--- src/sv/spq_pkg.sv ---
// Shared constants, status codes and types of the sorted priority queue.
`default_nettype none
package spq_pkg;

  localparam int unsigned DEPTH_DEF = 8;
  localparam int unsigned DATA_W    = 32;
  localparam int unsigned CNT_OUT_W = 4;
  localparam int unsigned STATUS_W  = 2;

  localparam logic CMD_INSERT = 1'b0;
  localparam logic CMD_DELETE = 1'b1;

  localparam logic [STATUS_W-1:0] ST_OK        = 2'd0;
  localparam logic [STATUS_W-1:0] ST_OVERFLOW  = 2'd1;
  localparam logic [STATUS_W-1:0] ST_EMPTY     = 2'd2;
  localparam logic [STATUS_W-1:0] ST_NOT_FOUND = 2'd3;

  typedef struct packed {
    logic                     ins;
    logic                     del;
    logic signed [DATA_W-1:0] value;
  } spq_cmd_t;

  typedef struct packed {
    logic                     ge;
    logic signed [DATA_W-1:0] value;
  } spq_link_t;

endpackage
`default_nettype wire

--- src/sv/spq_if.sv ---
// Valid/ready channel interfaces for commands and results of the queue.
`default_nettype none
interface spq_in_if;
  logic                             valid;
  logic                             ready;
  logic                             cmd;
  logic signed [spq_pkg::DATA_W-1:0] item_value;

  modport source (output valid, output cmd, output item_value, input ready);
  modport sink (input valid, input cmd, input item_value, output ready);
endinterface

interface spq_out_if;
  logic                                valid;
  logic                                ready;
  logic [spq_pkg::STATUS_W-1:0]        status;
  logic [spq_pkg::CNT_OUT_W-1:0]       count;
  logic                                head_valid;
  logic signed [spq_pkg::DATA_W-1:0]   head_value;

  modport source (output valid, output status, output count, output head_valid,
                  output head_value, input ready);
  modport sink (input valid, input status, input count, input head_valid,
                input head_value, output ready);
endinterface
`default_nettype wire

--- src/sv/spq_cell.sv ---
// One place of the sorted store: holds an entry and trades it with its neighbors.
`default_nettype none
module spq_cell #(
  parameter int unsigned IDX   = 0,
  parameter int unsigned CNT_W = 4
) (
  input  wire logic                             clk_i,
  input  wire spq_pkg::spq_cmd_t                cmd_i,
  input  wire logic [CNT_W-1:0]                 count_i,
  input  wire logic                             found_i,
  input  wire spq_pkg::spq_link_t               left_i,
  input  wire logic signed [spq_pkg::DATA_W-1:0] right_value_i,
  output spq_pkg::spq_link_t                    link_o,
  output logic                                  match_o
);

  logic signed [spq_pkg::DATA_W-1:0] value_q;
  logic signed [spq_pkg::DATA_W-1:0] value_d;
  logic                              held;
  logic                              ge;
  logic                              le;

  assign held    = count_i > CNT_W'(IDX);
  assign ge      = !held || (cmd_i.value >= value_q);
  assign le      = held && (value_q <= cmd_i.value);
  assign match_o = held && (value_q == cmd_i.value);
  assign link_o  = '{ge: ge, value: value_q};

  always_comb begin
    value_d = value_q;
    if (cmd_i.ins) begin
      if (left_i.ge) begin
        value_d = left_i.value;
      end else if (ge) begin
        value_d = cmd_i.value;
      end
    end else if (cmd_i.del && found_i && le) begin
      value_d = right_value_i;
    end
  end

  always_ff @(posedge clk_i) begin
    value_q <= value_d;
  end

endmodule
`default_nettype wire

--- src/sv/sorted_priority_queue.sv ---
// Top level of the sorted priority queue: a row of entry cells and the result register.
//
//   Channel  Dir  Fields                                   Handshake
//   in_i     in   cmd, item_value                          valid/ready
//   out_o    out  status, count, head_valid, head_value    valid/ready
//
// The result of each accepted command appears in the next cycle.
// Every cell compares the command value with its own entry and shifts in
// parallel, so the whole store is updated together for any DEPTH.
// A new command is taken whenever the result register is empty or drained
// in the same cycle; a stalled output holds the store unchanged.
// Reset empties the queue at once; no clearing pass is needed.
`default_nettype none
module sorted_priority_queue #(
  parameter int unsigned DEPTH = spq_pkg::DEPTH_DEF
) (
  input  wire logic  clk_i,
  input  wire logic  rst_ni,
  spq_in_if.sink     in_i,
  spq_out_if.source  out_o
);

  localparam int unsigned CNT_W = $clog2(DEPTH + 1);

  logic [CNT_W-1:0]                  cnt_q;
  logic [CNT_W-1:0]                  cnt_d;
  logic                              out_valid_q;
  logic [spq_pkg::STATUS_W-1:0]      status_q;
  logic [spq_pkg::STATUS_W-1:0]      status_d;
  logic                              accept;
  logic                              full;
  logic                              empty;
  logic                              found;
  logic [DEPTH-1:0]                  match;
  spq_pkg::spq_cmd_t                 cmd;
  spq_pkg::spq_link_t                link [DEPTH];

  assign accept = in_i.valid && in_i.ready;
  assign full   = cnt_q == CNT_W'(DEPTH);
  assign empty  = cnt_q == '0;
  assign found  = |match;

  assign cmd.ins   = accept && (in_i.cmd == spq_pkg::CMD_INSERT) && !full;
  assign cmd.del   = accept && (in_i.cmd == spq_pkg::CMD_DELETE) && found;
  assign cmd.value = in_i.item_value;

  for (genvar k = 0; k < DEPTH; k++) begin : g_cell
    spq_pkg::spq_link_t                left;
    logic signed [spq_pkg::DATA_W-1:0] right_value;

    if (k == 0) begin : g_first
      assign left = '0;
    end else begin : g_inner_l
      assign left = link[k-1];
    end
    if (k == DEPTH - 1) begin : g_last
      assign right_value = '0;
    end else begin : g_inner_r
      assign right_value = link[k+1].value;
    end

    spq_cell #(
      .IDX   (k),
      .CNT_W (CNT_W)
    ) u_cell (
      .clk_i         (clk_i),
      .cmd_i         (cmd),
      .count_i       (cnt_q),
      .found_i       (found),
      .left_i        (left),
      .right_value_i (right_value),
      .link_o        (link[k]),
      .match_o       (match[k])
    );
  end

  always_comb begin
    cnt_d    = cnt_q;
    status_d = spq_pkg::ST_OK;
    if (in_i.cmd == spq_pkg::CMD_INSERT) begin
      if (full) begin
        status_d = spq_pkg::ST_OVERFLOW;
      end else begin
        cnt_d = cnt_q + CNT_W'(1);
      end
    end else if (empty) begin
      status_d = spq_pkg::ST_EMPTY;
    end else if (!found) begin
      status_d = spq_pkg::ST_NOT_FOUND;
    end else begin
      cnt_d = cnt_q - CNT_W'(1);
    end
  end

  always_ff @(posedge clk_i or negedge rst_ni) begin
    if (!rst_ni) begin
      cnt_q       <= '0;
      out_valid_q <= 1'b0;
      status_q    <= spq_pkg::ST_OK;
    end else begin
      if (accept) begin
        cnt_q       <= cnt_d;
        status_q    <= status_d;
        out_valid_q <= 1'b1;
      end else if (out_o.ready) begin
        out_valid_q <= 1'b0;
      end
    end
  end

  assign in_i.ready       = !out_valid_q || out_o.ready;
  assign out_o.valid      = out_valid_q;
  assign out_o.status     = status_q;
  assign out_o.count      = spq_pkg::CNT_OUT_W'(cnt_q);
  assign out_o.head_valid = !empty;
  assign out_o.head_value = empty ? '0 : link[0].value;

  a_cnt_bound : assert property (@(posedge clk_i) disable iff (!rst_ni)
    cnt_q <= CNT_W'(DEPTH))
    else $error("entry count exceeds the depth");

  a_overflow : assert property (@(posedge clk_i) disable iff (!rst_ni)
    accept && (in_i.cmd == spq_pkg::CMD_INSERT) && full
    |=> (status_q == spq_pkg::ST_OVERFLOW) && $stable(cnt_q))
    else $error("insert on a full queue did not report overflow");

  a_empty : assert property (@(posedge clk_i) disable iff (!rst_ni)
    accept && (in_i.cmd == spq_pkg::CMD_DELETE) && empty
    |=> (status_q == spq_pkg::ST_EMPTY) && (cnt_q == '0))
    else $error("delete on an empty queue did not report empty");

  a_sorted_head : assert property (@(posedge clk_i) disable iff (!rst_ni)
    (cnt_q >= CNT_W'(2)) |-> (link[0].value >= link[1].value))
    else $error("head entry is smaller than the second entry");

endmodule
`default_nettype wire

--- src/flat_wrapper.sv ---
// flat-port wrapper written by rule: the top's interface ports become plain ports
module sorted_priority_queue_flat 
#(
  parameter int unsigned DEPTH = spq_pkg::DEPTH_DEF
)
  (clk_i, rst_ni, in_i_valid, in_i_cmd, in_i_item_value, in_i_ready, out_o_valid, out_o_status, out_o_count, out_o_head_valid, out_o_head_value, out_o_ready);
  spq_in_if in_i_i ();
  spq_out_if out_o_i ();
  input  wire logic clk_i;
  input  wire logic rst_ni;
  input wire logic [$bits(in_i_i.valid)-1:0] in_i_valid;
  input wire logic [$bits(in_i_i.cmd)-1:0] in_i_cmd;
  input wire logic [$bits(in_i_i.item_value)-1:0] in_i_item_value;
  output wire logic [$bits(in_i_i.ready)-1:0] in_i_ready;
  output wire logic [$bits(out_o_i.valid)-1:0] out_o_valid;
  output wire logic [$bits(out_o_i.status)-1:0] out_o_status;
  output wire logic [$bits(out_o_i.count)-1:0] out_o_count;
  output wire logic [$bits(out_o_i.head_valid)-1:0] out_o_head_valid;
  output wire logic [$bits(out_o_i.head_value)-1:0] out_o_head_value;
  input wire logic [$bits(out_o_i.ready)-1:0] out_o_ready;
  assign in_i_i.valid = in_i_valid;
  assign in_i_i.cmd = in_i_cmd;
  assign in_i_i.item_value = in_i_item_value;
  assign in_i_ready = in_i_i.ready;
  assign out_o_valid = out_o_i.valid;
  assign out_o_status = out_o_i.status;
  assign out_o_count = out_o_i.count;
  assign out_o_head_valid = out_o_i.head_valid;
  assign out_o_head_value = out_o_i.head_value;
  assign out_o_i.ready = out_o_ready;
  sorted_priority_queue #(.DEPTH(DEPTH)) u_core (.clk_i(clk_i), .rst_ni(rst_ni), .in_i(in_i_i), .out_o(out_o_i));
endmodule
--- config.mk ---
export PLATFORM = sky130hd
export DESIGN_NAME = sorted_priority_queue_flat
export DESIGN_NICKNAME = d
export VERILOG_FILES = /design/src/sv/spq_pkg.sv /design/src/sv/spq_if.sv /design/src/sv/spq_cell.sv /design/src/sv/sorted_priority_queue.sv /design/src/flat_wrapper.sv
export SDC_FILE = /design/constraint.sdc
export NUM_CORES = 1
export LEC_CHECK = 0
export ABC_CLOCK_PERIOD_IN_PS = 7700
export BUFFER_PORTS_ARGS = -buffer_cell sky130_fd_sc_hd__buf_2
export CORE_ASPECT_RATIO = 1.1
export CORE_UTILIZATION = 40
export DETAILED_ROUTE_END_ITERATION = 10
export GPL_TIMING_DRIVEN = 0
export PLACE_DENSITY = 0.61
export SYNTH_ARGS = -nofsm -noshare
export SYNTH_HDL_FRONTEND = slang
export SYNTH_SLANG_ARGS = --single-unit
--- constraint.sdc ---
create_clock -name clk_i -period 7.7 [get_ports clk_i]
set_clock_uncertainty 0.05 [all_clocks]
set_input_delay 0.77 -clock clk_i [delete_from_list [all_inputs] [get_ports clk_i]]
set_output_delay 0.77 -clock clk_i [all_outputs]
set_load 0.05 [all_outputs]
==> flow_summary.yaml <==
logic_synthesis:
  syn_nets: 2266
  synth_edf_count: 256
  ys_ff_latch: 263
  synth_cell_types: 70
  synth.avg_cell_area_um2: 9.73
  ys_async_sr_fraction_pct: 2.66
  synth-warning-count: 0
  yosys_most_used_dff: "edfxtp_1"
  syn_area_um2: 19100
  synth-seq-area-share_pct: 41.1
  syn_inst: 1969
cts:
  cts_setup_buffers: 0
  htree_levels: 2
  clock_latency_ns: 0.56
  cts_tree: "built"
  path_clk_slew_ns: 0.05
  cts.sinks: 263
  numCtsBuffers: 34
  root_buffer: "clkbuf_16"
  clock_path_buffers: 3
sta:
  fmax_mhz: 200
  hold_viol: 0
  tightest_slew_ns: 1.21
  slew_headroom_pct: 18.6
  period_minus_slack_ns: 5.01
  rsz0062_at_grt: "no"
  post-route-period-util_pct: 65.0
  final.setup.tns_ns: 0
  drv_slew: 0
  finalSetupViolations: 0
global_route:
  grt_overflow: 0
  grt_pass1_wl_um: 107000
  track_usage_pct: 29.6
  grt_pass1_vias: 16900
  antenna_found_initial: 0
  grt_max_degree: 22
pwr:
  pwr-share-seq_pct: 34.5
  p_per_area_nw_per_um2: 270
  pwr-share-clk_pct: 25.5
  p_int_uw: 3390
  p_sw_uw: 2420
  switching_share_pct: 41.6
  power_frac_comb_pct: 39.9
  power.leakage_uw: 0.00882
  ir_drop_uv: 144
critical_path:
  slowest_stage: "nor4_1"
  worst_ep_required_time_ns: 7.89
  r2r_cells: 9
  rr_startpoint: "u_core.g_cell[0].u_cell.value_q[17]"
  crit_arrival_ns: 5.20
  critPathMaxStageDelay_ns: 1.12
  crit_fanout: 21
  end_kind: "register"
  crit_chain: "buf_2, inv_1, ha_1, nand4_1, nor4_1, nand3_1, o22ai_1, o41ai_4, o21ai_0, o31a_2, buf_12"
  rr_endpoint: "u_core.g_cell[7].u_cell.value_q[27]"
  rrSetupSlack_ns: 2.88
  critPathTopFamily: "simple AND/OR/NAND/NOR gates"
  cp.buffers_inverters: 3
  cp-start-kind: "input port"
  worstSetupPathType: "in -> reg"
floorplanning:
  io-pin-count: 78
  die_h_um: 231
  die_area_um2: 48800
  core-area_um2: 46900
  die_w_um: 211
  start_util_pct: 40.8
  num_rows: 83
finish:
  n_antenna_cell: 0
  area.growth.synth_to_final_pct: 12.3
  nNetsFinal: 2387
  final_layout_size_suffix_gt1_share_pct: 8.29
  finalNonFillerCells: 2749
route:
  dr_total_vias: 17200
  viasPerCell: 6.26
  routed_wl_um: 72600
  drt_drc_violations_left: 0
  ant_nets: 0
  drt_iter0_markers: 1712
  wl_per_cell_um: 26.4
  dr.pass1.iters: 6
place:
  hpwl_um: 54900
  portBuffers: 76
  gp_congestion: 0.986
  dp_cells: 2690
hold_path:
  min_path_cells: 2
  hp-start: "in_i_valid"
  holdCritPathClass: "in -> reg"
  holdPathEnd: "u_core.out_o.valid"
run:
  cap_violations: 0
status:
  outcome: "finished, final reports clean"
==> cells in the mapped netlist, types with 16 or more instances <==
cell	number	area, µm²
a21o_1	30	225
a21oi_1	138	691
and2_1	31	194
buf_2	16	80.1
clkbuf_1	63	236
edfxtp_1	256	7690
ha_1	260	3250
inv_1	58	218
mux2i_1	100	1000
nand2_1	342	1280
nand3_1	150	751
nand4_1	57	357
nor2_1	56	210
o211ai_1	99	743
o21ai_0	105	526
o21ai_1	38	190
==> area by class of cell <==
class	count	area, µm²
multi-input combinational	1547	10600
tap	637	797
clock buffer	42	902
timing repair buffer	85	566
inverter	58	218
fill	4537	25400
sequential	263	7860
buffer	101	513
clock inverter	16	71.3
==> worst max path at each step <==
stage,cells after the start,slack [ns],endpoint,from
finish,11,2.69,u_core.g_cell[7].u_cell.value_q[27],in_i_item_value[19]
global route,11,2.68,u_core.g_cell[0].u_cell.value_q[22],in_i_item_value[19]
CTS,11,2.95,u_core.g_cell[0].u_cell.value_q[19],in_i_item_value[19]
detailed placement,11,2.39,u_core.g_cell[0].u_cell.value_q[14],in_i_item_value[19]
global placement,10,-0.07,u_core.g_cell[0].u_cell.value_q[13],in_i_item_value[18]
floorplan,9,3.13,u_core.g_cell[0].u_cell.value_q[0],in_i_item_value[31]
==> metrics by stage <==
stage | hold slack, ns | total power [µW] | area [µm²] | util [%] | setup slack (ns)
after floorplan | 0.424 | 3480 | 19100 | - | 3.13
after global placement | 0.416 | 4220 | 20300 | 43.3 | -0.0678
after detailed placement | 0.431 | 4300 | 20500 | 43.7 | 2.39
after CTS | 0.375 | 5760 | 21500 | 45.8 | 2.95
after global routing | 0.400 | 6020 | 21500 | 45.8 | 2.68
final | 0.387 | 5810 | 21500 | 45.8 | 2.69
==> state kept, by name, summed over array words and instances, names as in the netlist <==
signal / flops
u_core.out_o.count: 4
u_core.out_o.status: 2
u_core.out_o.valid: 1
u_core.g_cell.u_cell.value_q: 256
==> cells in the final DEF, fill, tap and decap left out, types with 8 or more instances in the layout <==
cell         n
nand2_1    340
ha_1       260
edfxtp_1   256
nand3_1    150
a21oi_1    138
o21ai_0    105
mux2i_1    100
o211ai_1    99
buf_2       92
clkbuf_1    70
inv_1       58
nand4_1     57
nor2_1      56
o21ai_1     38
clkbuf_16   35
and2_1      31
a21o_1      29
clkinv_1    12
nor3_1      11
nor2b_1     11
buf_1       11
buf_12      10
nor4_1       9
a211oi_1     9
nand2b_1     8
a221oi_1     8
==> routing by layer <==
| metal | global-route usage [%] | vias to the layer above | share of wire, % |
|---|---|---|---|
| met5 | 0 | - | 0 |
| met4 | 17.6 | 0 | 6.2 |
| met3 | 3.67 | 184 | 7.5 |
| met2 | 47.8 | 909 | 46 |
| met1 | 38.0 | 8439 | 40 |
| li1 | - | 7681 | - |
==> power groups by stage <==
| stage | combinational (µW) | clock [µW] | sequential, µW |
|---|---|---|---|
| global placement | 2180 | 0 | 2040 |
| finish | 2320 | 1480 | 2010 |
| detailed placement | 2270 | 0 | 2030 |
| global route | 2470 | 1530 | 2020 |
| CTS | 2280 | 1490 | 2000 |
| floorplan | 1470 | 0 | 2010 |
==> kinds of logic (layout without fill, tap and decap cells) <==
family | Yosys count | in the layout | synth area share [%]
buffers and inverters | 159 | 302 | 3.82
adders and majority gates | 260 | 260 | 17.0
DFF | 263 | 263 | 41.1
muxes | 102 | 102 | 5.36
AOI/OAI and AO/OA | 474 | 474 | 15.3
xor gates and xnor gates | 6 | 6 | 0.274
and+or+nand+nor | 705 | 705 | 17.2
==> timing repair <==
| item | CTS | global route |
|---|---|---|
| hold endpoints to repair | 7 | 0 |
| hold buffers | 1 | 0 |
| resized for setup | 0 | 0 |
| setup endpoints to repair | 0 | 0 |
(Power assumes the default switching activity.)
